[src/r2y_pkg.sv]
// shared types and fixed-point constants for the rgb to 10-bit yuv converter
package r2y_pkg;

  localparam int COEF_W = 27;
  localparam int PROD_W = 35;
  localparam int ACC_W  = 38;
  localparam int FRAC_W = 24;
  localparam int CODE_W = 10;
  localparam int ADDR_W = 4;

  localparam longint unsigned FRAC_ONE = 64'd16777216;
  localparam longint unsigned DEN_UV   = 64'd100000000000;

  // luma weights rounded up, chroma weights rounded to nearest
  localparam longint unsigned KY_R_L =
    (64'd299 * 64'd876 * FRAC_ONE + 64'd254999) / 64'd255000;
  localparam longint unsigned KY_G_L =
    (64'd587 * 64'd876 * FRAC_ONE + 64'd254999) / 64'd255000;
  localparam longint unsigned KY_B_L =
    (64'd114 * 64'd876 * FRAC_ONE + 64'd254999) / 64'd255000;
  localparam longint unsigned KU_R_L =
    (64'd299 * 64'd493 * 64'd11447 * 64'd35 * FRAC_ONE + DEN_UV / 64'd2) / DEN_UV;
  localparam longint unsigned KU_G_L =
    (64'd587 * 64'd493 * 64'd11447 * 64'd35 * FRAC_ONE + DEN_UV / 64'd2) / DEN_UV;
  localparam longint unsigned KV_G_L =
    (64'd587 * 64'd877 * 64'd8133 * 64'd35 * FRAC_ONE + DEN_UV / 64'd2) / DEN_UV;
  localparam longint unsigned KV_B_L =
    (64'd114 * 64'd877 * 64'd8133 * 64'd35 * FRAC_ONE + DEN_UV / 64'd2) / DEN_UV;

  localparam logic [COEF_W-1:0] KY_R = COEF_W'(KY_R_L);
  localparam logic [COEF_W-1:0] KY_G = COEF_W'(KY_G_L);
  localparam logic [COEF_W-1:0] KY_B = COEF_W'(KY_B_L);
  localparam logic [COEF_W-1:0] KU_R = COEF_W'(KU_R_L);
  localparam logic [COEF_W-1:0] KU_G = COEF_W'(KU_G_L);
  // grey pixels cancel exactly
  localparam logic [COEF_W-1:0] KU_B = COEF_W'(KU_R_L + KU_G_L);
  localparam logic [COEF_W-1:0] KV_G = COEF_W'(KV_G_L);
  localparam logic [COEF_W-1:0] KV_B = COEF_W'(KV_B_L);
  localparam logic [COEF_W-1:0] KV_R = COEF_W'(KV_G_L + KV_B_L);

  localparam logic [CODE_W-1:0] LUMA_BLACK = 10'd64;
  localparam logic [CODE_W-1:0] LUMA_WHITE = 10'd940;
  localparam logic [CODE_W-1:0] UV_ZERO    = 10'd512;
  localparam logic [CODE_W-1:0] CODE_MAX   = 10'd1023;

  localparam logic signed [ACC_W-1:0] Y_OFS  = ACC_W'(64'd64 * FRAC_ONE);
  localparam logic signed [ACC_W-1:0] UV_OFS = ACC_W'(64'd512 * FRAC_ONE);

  localparam logic [1:0] REG_ENABLE = 2'd0;
  localparam logic [1:0] REG_WHITE  = 2'd1;
  localparam logic [1:0] REG_BLACK  = 2'd2;

  localparam logic [9:0] WHITE_RST = 10'd747;
  localparam logic [9:0] BLACK_RST = 10'd10;

  typedef struct packed {
    logic       enable;
    logic [9:0] white;
    logic [9:0] black;
  } cfg_t;

  typedef struct packed {
    logic [7:0] blue;
    logic [7:0] green;
    logic [7:0] red;
    logic       line_end;
  } pix_t;

  typedef struct packed {
    logic [PROD_W-1:0] y_r;
    logic [PROD_W-1:0] y_g;
    logic [PROD_W-1:0] y_b;
    logic [PROD_W-1:0] u_r;
    logic [PROD_W-1:0] u_g;
    logic [PROD_W-1:0] u_b;
    logic [PROD_W-1:0] v_r;
    logic [PROD_W-1:0] v_g;
    logic [PROD_W-1:0] v_b;
    logic              line_end;
  } prod_t;

endpackage

[src/r2y_snap.sv]
// stage 1: near-white and near-black snapping of the incoming pixel
module r2y_snap (
  input  logic           clk,
  input  logic           rst_n,
  input  logic           valid_i,
  input  r2y_pkg::pix_t  pix_i,
  input  r2y_pkg::cfg_t  cfg_i,
  output logic           valid_o,
  output r2y_pkg::pix_t  pix_o
);
  import r2y_pkg::*;

  logic [9:0] sum;
  logic       valid_r;
  pix_t       pix_r;
  pix_t       pix_nxt;

  assign sum = 10'(pix_i.blue) + 10'(pix_i.green) + 10'(pix_i.red);

  always_comb begin
    pix_nxt = pix_i;
    if (cfg_i.enable) begin
      if (sum > cfg_i.white) begin
        pix_nxt.blue  = 8'hFF;
        pix_nxt.green = 8'hFF;
        pix_nxt.red   = 8'hFF;
      end
      // black snap wins when both thresholds hit
      if (sum < cfg_i.black) begin
        pix_nxt.blue  = 8'h00;
        pix_nxt.green = 8'h00;
        pix_nxt.red   = 8'h00;
      end
    end
  end

  always_ff @(posedge clk) begin
    if (!rst_n) begin
      valid_r <= 1'b0;
    end else begin
      valid_r <= valid_i;
    end
  end

  always_ff @(posedge clk) begin
    pix_r <= pix_nxt;
  end

  assign valid_o = valid_r;
  assign pix_o   = pix_r;

  a_black_snap: assert property (@(posedge clk) disable iff (!rst_n)
    (valid_i && cfg_i.enable && (sum < cfg_i.black)) |=>
    (pix_r.blue == 8'h00 && pix_r.green == 8'h00 && pix_r.red == 8'h00))
    else $error("near-black pixel not snapped to black");

endmodule

[src/r2y_mult.sv]
// stage 2: the nine coefficient products
module r2y_mult (
  input  logic           clk,
  input  logic           rst_n,
  input  logic           valid_i,
  input  r2y_pkg::pix_t  pix_i,
  output logic           valid_o,
  output r2y_pkg::prod_t prod_o
);
  import r2y_pkg::*;

  logic  valid_r;
  prod_t prod_r;
  prod_t prod_nxt;

  always_comb begin
    prod_nxt.y_r      = PROD_W'(KY_R) * PROD_W'(pix_i.red);
    prod_nxt.y_g      = PROD_W'(KY_G) * PROD_W'(pix_i.green);
    prod_nxt.y_b      = PROD_W'(KY_B) * PROD_W'(pix_i.blue);
    prod_nxt.u_r      = PROD_W'(KU_R) * PROD_W'(pix_i.red);
    prod_nxt.u_g      = PROD_W'(KU_G) * PROD_W'(pix_i.green);
    prod_nxt.u_b      = PROD_W'(KU_B) * PROD_W'(pix_i.blue);
    prod_nxt.v_r      = PROD_W'(KV_R) * PROD_W'(pix_i.red);
    prod_nxt.v_g      = PROD_W'(KV_G) * PROD_W'(pix_i.green);
    prod_nxt.v_b      = PROD_W'(KV_B) * PROD_W'(pix_i.blue);
    prod_nxt.line_end = pix_i.line_end;
  end

  always_ff @(posedge clk) begin
    if (!rst_n) begin
      valid_r <= 1'b0;
    end else begin
      valid_r <= valid_i;
    end
  end

  always_ff @(posedge clk) begin
    prod_r <= prod_nxt;
  end

  assign valid_o = valid_r;
  assign prod_o  = prod_r;

endmodule

[src/r2y_sum.sv]
// stages 3 and 4: sum of products with offset, then clamp to 10-bit codes
module r2y_sum (
  input  logic                         clk,
  input  logic                         rst_n,
  input  logic                         valid_i,
  input  r2y_pkg::prod_t               prod_i,
  output logic                         valid_o,
  output logic [r2y_pkg::CODE_W-1:0]   luma_o,
  output logic [r2y_pkg::CODE_W-1:0]   blue_diff_o,
  output logic [r2y_pkg::CODE_W-1:0]   red_diff_o,
  output logic                         line_last_o
);
  import r2y_pkg::*;

  logic signed [ACC_W-1:0] y_acc_r, u_acc_r, v_acc_r;
  logic signed [ACC_W-1:0] y_acc_nxt, u_acc_nxt, v_acc_nxt;
  logic                    acc_valid_r;
  logic                    acc_last_r;
  logic                    out_valid_r;
  logic                    out_last_r;
  logic [CODE_W-1:0]       luma_r, blue_diff_r, red_diff_r;

  function automatic logic [CODE_W-1:0] to_code(input logic signed [ACC_W-1:0] acc);
    logic [ACC_W-FRAC_W-1:0] whole;
    whole = acc[ACC_W-1:FRAC_W];
    if (acc < 0) begin
      to_code = '0;
    end else if (whole > (ACC_W-FRAC_W)'(CODE_MAX)) begin
      to_code = CODE_MAX;
    end else begin
      to_code = whole[CODE_W-1:0];
    end
  endfunction

  always_comb begin
    y_acc_nxt = $signed(ACC_W'(prod_i.y_r)) + $signed(ACC_W'(prod_i.y_g))
              + $signed(ACC_W'(prod_i.y_b)) + Y_OFS;
    u_acc_nxt = $signed(ACC_W'(prod_i.u_b)) - $signed(ACC_W'(prod_i.u_r))
              - $signed(ACC_W'(prod_i.u_g)) + UV_OFS;
    v_acc_nxt = $signed(ACC_W'(prod_i.v_r)) - $signed(ACC_W'(prod_i.v_g))
              - $signed(ACC_W'(prod_i.v_b)) + UV_OFS;
  end

  always_ff @(posedge clk) begin
    if (!rst_n) begin
      acc_valid_r <= 1'b0;
      out_valid_r <= 1'b0;
    end else begin
      acc_valid_r <= valid_i;
      out_valid_r <= acc_valid_r;
    end
  end

  always_ff @(posedge clk) begin
    y_acc_r     <= y_acc_nxt;
    u_acc_r     <= u_acc_nxt;
    v_acc_r     <= v_acc_nxt;
    acc_last_r  <= prod_i.line_end;
    luma_r      <= to_code(y_acc_r);
    blue_diff_r <= to_code(u_acc_r);
    red_diff_r  <= to_code(v_acc_r);
    out_last_r  <= acc_last_r;
  end

  assign valid_o     = out_valid_r;
  assign luma_o      = luma_r;
  assign blue_diff_o = blue_diff_r;
  assign red_diff_o  = red_diff_r;
  assign line_last_o = out_last_r;

endmodule

[src/rgb_to_yuv_10bit_converter_top.sv]
// top level of the rgb to 10-bit yuv converter with its register port
// Converts one 8-bit rgb pixel per clock into 10-bit video-level Y, U and V.
// A request is taken whenever start is high; busy is never raised, so a new
// pixel may follow in every cycle. Each result appears on the out_ ports with
// out_valid once it has passed the registered stages for the white/black snap,
// the nine coefficient multiplies, the sums and the clamp to 10-bit codes.
// The receiver cannot hold results off.
// Registers (byte address): 0x0 threshold_enable, 0x4 white_threshold,
// 0x8 black_threshold; write them only while no pixel is in flight.
module rgb_to_yuv_10bit_converter_top (
  input  logic                          clk,
  input  logic                          rst_n,
  input  logic                          start,
  output logic                          busy,
  input  logic [7:0]                    in_blue,
  input  logic [7:0]                    in_green,
  input  logic [7:0]                    in_red,
  input  logic                          in_line_end,
  output logic                          out_valid,
  output logic [r2y_pkg::CODE_W-1:0]    out_luma,
  output logic [r2y_pkg::CODE_W-1:0]    out_blue_diff,
  output logic [r2y_pkg::CODE_W-1:0]    out_red_diff,
  output logic                          out_line_last,
  input  logic                          psel,
  input  logic                          penable,
  input  logic                          pwrite,
  input  logic [r2y_pkg::ADDR_W-1:0]    paddr,
  input  logic [31:0]                   pwdata,
  output logic [31:0]                   prdata,
  output logic                          pready
);
  import r2y_pkg::*;

  cfg_t       cfg_r;
  logic       wr_en;
  logic [1:0] reg_idx;
  pix_t       in_pix;
  logic       accept;
  logic       s1_valid;
  pix_t       s1_pix;
  logic       s2_valid;
  prod_t      s2_prod;

  assign busy    = 1'b0;
  assign pready  = 1'b1;
  assign accept  = start && !busy;
  assign reg_idx = paddr[3:2];
  assign wr_en   = psel && penable && pwrite && pready;

  always_ff @(posedge clk) begin
    if (!rst_n) begin
      cfg_r.enable <= 1'b1;
      cfg_r.white  <= WHITE_RST;
      cfg_r.black  <= BLACK_RST;
    end else if (wr_en) begin
      case (reg_idx)
        REG_ENABLE: cfg_r.enable <= pwdata[0];
        REG_WHITE:  cfg_r.white  <= pwdata[9:0];
        REG_BLACK:  cfg_r.black  <= pwdata[9:0];
        default:    cfg_r        <= cfg_r;
      endcase
    end
  end

  always_comb begin
    case (reg_idx)
      REG_ENABLE: prdata = {31'd0, cfg_r.enable};
      REG_WHITE:  prdata = {22'd0, cfg_r.white};
      REG_BLACK:  prdata = {22'd0, cfg_r.black};
      default:    prdata = '0;
    endcase
  end

  assign in_pix.blue     = in_blue;
  assign in_pix.green    = in_green;
  assign in_pix.red      = in_red;
  assign in_pix.line_end = in_line_end;

  r2y_snap u_snap (
    .clk     (clk),
    .rst_n   (rst_n),
    .valid_i (accept),
    .pix_i   (in_pix),
    .cfg_i   (cfg_r),
    .valid_o (s1_valid),
    .pix_o   (s1_pix)
  );

  r2y_mult u_mult (
    .clk     (clk),
    .rst_n   (rst_n),
    .valid_i (s1_valid),
    .pix_i   (s1_pix),
    .valid_o (s2_valid),
    .prod_o  (s2_prod)
  );

  r2y_sum u_sum (
    .clk         (clk),
    .rst_n       (rst_n),
    .valid_i     (s2_valid),
    .prod_i      (s2_prod),
    .valid_o     (out_valid),
    .luma_o      (out_luma),
    .blue_diff_o (out_blue_diff),
    .red_diff_o  (out_red_diff),
    .line_last_o (out_line_last)
  );

  a_latency: assert property (@(posedge clk) disable iff (!rst_n)
    accept |-> ##4 out_valid)
    else $error("request did not produce a result four cycles later");

  a_luma_range: assert property (@(posedge clk) disable iff (!rst_n)
    out_valid |-> (out_luma >= LUMA_BLACK && out_luma <= LUMA_WHITE))
    else $error("luma outside video levels");

  a_grey_zero: assert property (@(posedge clk) disable iff (!rst_n)
    (s1_valid && s1_pix.red == s1_pix.green && s1_pix.green == s1_pix.blue)
    |-> ##3 (out_blue_diff == UV_ZERO && out_red_diff == UV_ZERO))
    else $error("grey pixel gave nonzero color difference");

endmodule

[config.mk]
export PLATFORM = sky130hd
export DESIGN_NAME = rgb_to_yuv_10bit_converter_top
export DESIGN_NICKNAME = d
export VERILOG_FILES = /design/src/r2y_pkg.sv /design/src/r2y_snap.sv /design/src/r2y_mult.sv /design/src/r2y_sum.sv /design/src/rgb_to_yuv_10bit_converter_top.sv
export SDC_FILE = /design/constraint.sdc
export NUM_CORES = 2
export LEC_CHECK = 0
export ABC_AREA = 1
export BUFFER_PORTS_ARGS = -buffer_cell sky130_fd_sc_hd__buf_4
export CAP_MARGIN = 20
export CORE_MARGIN = 4
export CORE_UTILIZATION = 50
export CTS_CLUSTER_SIZE = 14
export DETAILED_ROUTE_END_ITERATION = 8
export GPL_TIMING_DRIVEN = 1
export PLACE_DENSITY = 0.66
export SYNTH_ARGS = -nofsm -noshare
export SYNTH_HDL_FRONTEND = slang
export SYNTH_SLANG_ARGS = --single-unit
[constraint.sdc]
create_clock -name clk -period 7.9 [get_ports clk]
set_input_delay 1.58 -clock clk [delete_from_list [all_inputs] [get_ports clk]]
set_output_delay 1.58 -clock clk [all_outputs]
set_load 0.005 [all_outputs]
==> impl_metrics.env <==
export IMPL_avgSynthCellArea_um2=7.29
export IMPL_cp_cell_sequence="fa_1 > inv_1 > fa_1 > inv_1 > fa_1 > fa_1 > ha_1 > a21oi_1 > inv_1 > a31oi_1 > o21ai_0 > nand3b_1 > xor2_1"
export IMPL_status="completed"
export IMPL_instances_no_fill=7606
export IMPL_dr_pass1_iters=6
export IMPL_cts_resized=0
export IMPL_place_ws_ps=1930
export IMPL_yosys_area_top_type="ha_1"
export IMPL_multi_input_area_um2=33100
export IMPL_dp_cells=7515
export IMPL_overflow=0
export IMPL_crit_buf_inv=3
export IMPL_path_class="flip-flop to flip-flop"
export IMPL_ys_seq_elements=391
export IMPL_grt_antenna_before_repair=5
export IMPL_setup_viol=0
export IMPL_max_cap_violations=0
export IMPL_portBuffers=84
export IMPL_start_util_pct=50.5
export IMPL_period_needed_ps=5390
export IMPL_hold_depth=0
export IMPL_fillers=9068
export IMPL_r2r_cells=13
export IMPL_hp_class="flip-flop to flip-flop"
export IMPL_yosys_warnings=0
export IMPL_routed_wl_um=146000
export IMPL_report_final_slew_viol_count=0
export IMPL_syn_area_um2=45600
export IMPL_reg2reg_to="u_mult.prod_o[94]"
export IMPL_cts_root_buf="clkbuf_16"
export IMPL_crit_path_start_kind="flip-flop"
export IMPL_cp_slowest_cell="dfxtp_1"
export IMPL_cp_top_family="adder cells"
export IMPL_end_kind="flip-flop"
export IMPL_fin_crit_sh_pct=68.3
export IMPL_critPathMaxFanout=13
export IMPL_syn2layout_area_growth_pct=8.29
export IMPL_antenna_left=0
export IMPL_setup_ws_ps=2510
export IMPL_clock_latency_ps=640
export IMPL_cpMostUsedCell="fa_1"
export IMPL_fin_tns_setup_ps=0
export IMPL_ys_top_cells_by_area="ha_1, dfxtp_1, fa_1"
export IMPL_grt_pass1_wl_um=226000
export IMPL_slowest_delay_ps=870
export IMPL_synth_main_ff_cell="dfxtp_1"
export IMPL_fmax_mhz=185
export IMPL_row_count=110
export IMPL_drc=0
export IMPL_grt_setup_unrepaired="false"
export IMPL_vias=41100
export IMPL_tightest_slew_ps=845
export IMPL_hp_start="u_mult.prod_o[0]"
export IMPL_gp_congestion=1.03
export IMPL_slew_headroom_pct=43.6
export IMPL_hold_viol=0
export IMPL_cts_tree="done"
export IMPL_whs_endpoint="u_sum.acc_last_r"
export IMPL_cts_setup_buffers=0
export IMPL_hold_worst_slack_ps=326
export IMPL_drt_initial_drc_count=3277
export IMPL_drive_gt1_share_pct=4.57
export IMPL_regArea_um2=7830
export IMPL_path_clk_slew_ps=60
export IMPL_die_height_um=310
export IMPL_synth_edf_count=0
export IMPL_ctsHoldBuffers=0
export IMPL_grt_max_degree=51
export IMPL_ys_seq_area_share_pct=17.2
export IMPL_worstReg2RegStart="u_snap.pix_o[6]"
export IMPL_synth_cells=6260
export IMPL_io_pins=133
export IMPL_htreeDepth=2
export IMPL_async_flop_share_pct=0
export IMPL_cts_buffers=48
export IMPL_synth_top_area_share_pct=23.0
export IMPL_post_drt_wl_per_cell_um=19.3
export IMPL_dieArea_um2=96100
export IMPL_clock_path_buffers=3
export IMPL_cp_required_ps=8410
export IMPL_grt_pass1_vias=39800
export IMPL_r2r_setup_slack_ps=2510
export IMPL_core_um2=90300
export IMPL_via_per_inst=5.41
export IMPL_synth_cell_type_count=65
export IMPL_die_w_um=310
export IMPL_dp_hpwl_um=126000
export IMPL_track_usage_pct=30.3
export IMPL_nNetsFinal=7534
export IMPL_fin_worst_skew_ps=33.9
export IMPL_cts_sinks=391
export IMPL_arrival_ps=5900
-- Yosys cell counts, types with 4 or more instances --
cell type	count
nor4_1	19
a31oi_1	34
xor2_1	238
nand4_1	62
nor3_2	6
nor2_2	12
a211oi_1	5
nor2_1	511
or2_2	6
nand2_1	1177
buf_4	27
ha_1	840
a21oi_1	455
o31ai_1	8
o21ai_1	18
nand2_2	37
o21ai_0	279
dfxtp_1	391
o21ai_2	10
xnor2_1	60
clkbuf_1	9
o211ai_1	25
o2111ai_1	5
nor2_4	4
a21oi_2	6
inv_1	1195
nand3_2	7
buf_2	6
o21bai_1	46
and3_1	5
nand3_1	294
o22ai_1	11
inv_2	9
fa_1	237
o21a_1	17
a21o_1	55
a21boi_0	15
nor3_1	70
nand3b_1	14
-- state kept, by name, summed over array words and instances, names as in the netlist --
register,count
cfg_r,21
u_mult.prod_o,269
u_mult.valid_o,1
u_snap.pix_o,25
u_snap.valid_o,1
u_sum.acc_last_r,1
u_sum.acc_valid_r,1
u_sum.blue_diff_o,10
u_sum.line_last_o,1
u_sum.luma_o,10
u_sum.red_diff_o,10
u_sum.u_acc_r,14
u_sum.v_acc_r,14
u_sum.valid_o,1
u_sum.y_acc_r,12
-- cells by family (layout without fill, tap and decap cells) --
logic type      Yosys count  after routing  share of synthesized area [%]
compound gates         1001           1001                           12.4
xor+xnor                298            298                           5.72
other cells               2             28                         0.0165
buf+inv                1251           1395                           10.5
fa+ha+maj              1077           1077                           33.4
flops                   391            391                           17.2
simple gates           2240           2240                           20.8
-- how the worst max path moves through the flow --
stage	from	end	slack, ps	cells past startpoint
after global routing	in_blue[2]	u_snap.pix_o[3]	2100	22
after floorplan	in_blue[0]	u_snap.pix_o[10]	2930	21
after CTS	in_blue[2]	u_snap.pix_o[3]	2570	22
after detailed placement	in_blue[2]	u_snap.pix_o[11]	1930	22
after global placement	in_blue[2]	u_snap.pix_o[15]	1900	22
final	u_snap.pix_o[6]	u_mult.prod_o[94]	2510	13
-- cells in the final DEF (no fill, tap or decap), drive strengths merged, types with 14 or more instances in the layout --
cell type / synthesis / layout
a21boi: 19 / 19
a21o: 56 / 56
a21oi: 461 / 461
a31oi: 34 / 34
buf: 35 / 102
clkbuf: 10 / 60
conb: 2 / 25
dfxtp: 391 / 391
fa: 237 / 237
ha: 840 / 840
inv: 1204 / 1208
nand2: 1215 / 1215
nand3: 301 / 301
nand3b: 14 / 14
nand4: 63 / 63
nor2: 527 / 527
nor3: 76 / 76
nor4: 21 / 21
o211ai: 26 / 26
o21a: 17 / 17
o21ai: 307 / 307
o21bai: 47 / 47
xnor2: 60 / 60
xor2: 238 / 238
-- area by class of cell --
type | count | area share (%)
timing repair buffer | 102 | 1.57
sequential | 391 | 15.8
clock buffer | 60 | 2.71
antenna | 3 | 0.0152
tap | 1176 | 2.98
inverter | 1206 | 9.17
multi-input combinational | 4641 | 67.0
clock inverter | 27 | 0.765
-- through the flow --
stage / instance area [um2] / utilization, %
6_report: 49400 / 54.7
5_1_grt: 49400 / 54.7
4_1_cts: 49400 / 54.7
3_5_place_dp: 47700 / 52.8
3_3_place_gp: 47700 / 52.8
2_1_floorplan: 45700 / -
-- routing by layer --
layer  GRT usage, %  share of wire (%)
met5              0             0.0089
met1           42.9                 47
met3           4.37                6.5
met4           7.12                2.5
met2           48.9                 44
Power is not shown: default switching activity piles up to over one toggle a cycle in this logic, so the estimate is an artifact.
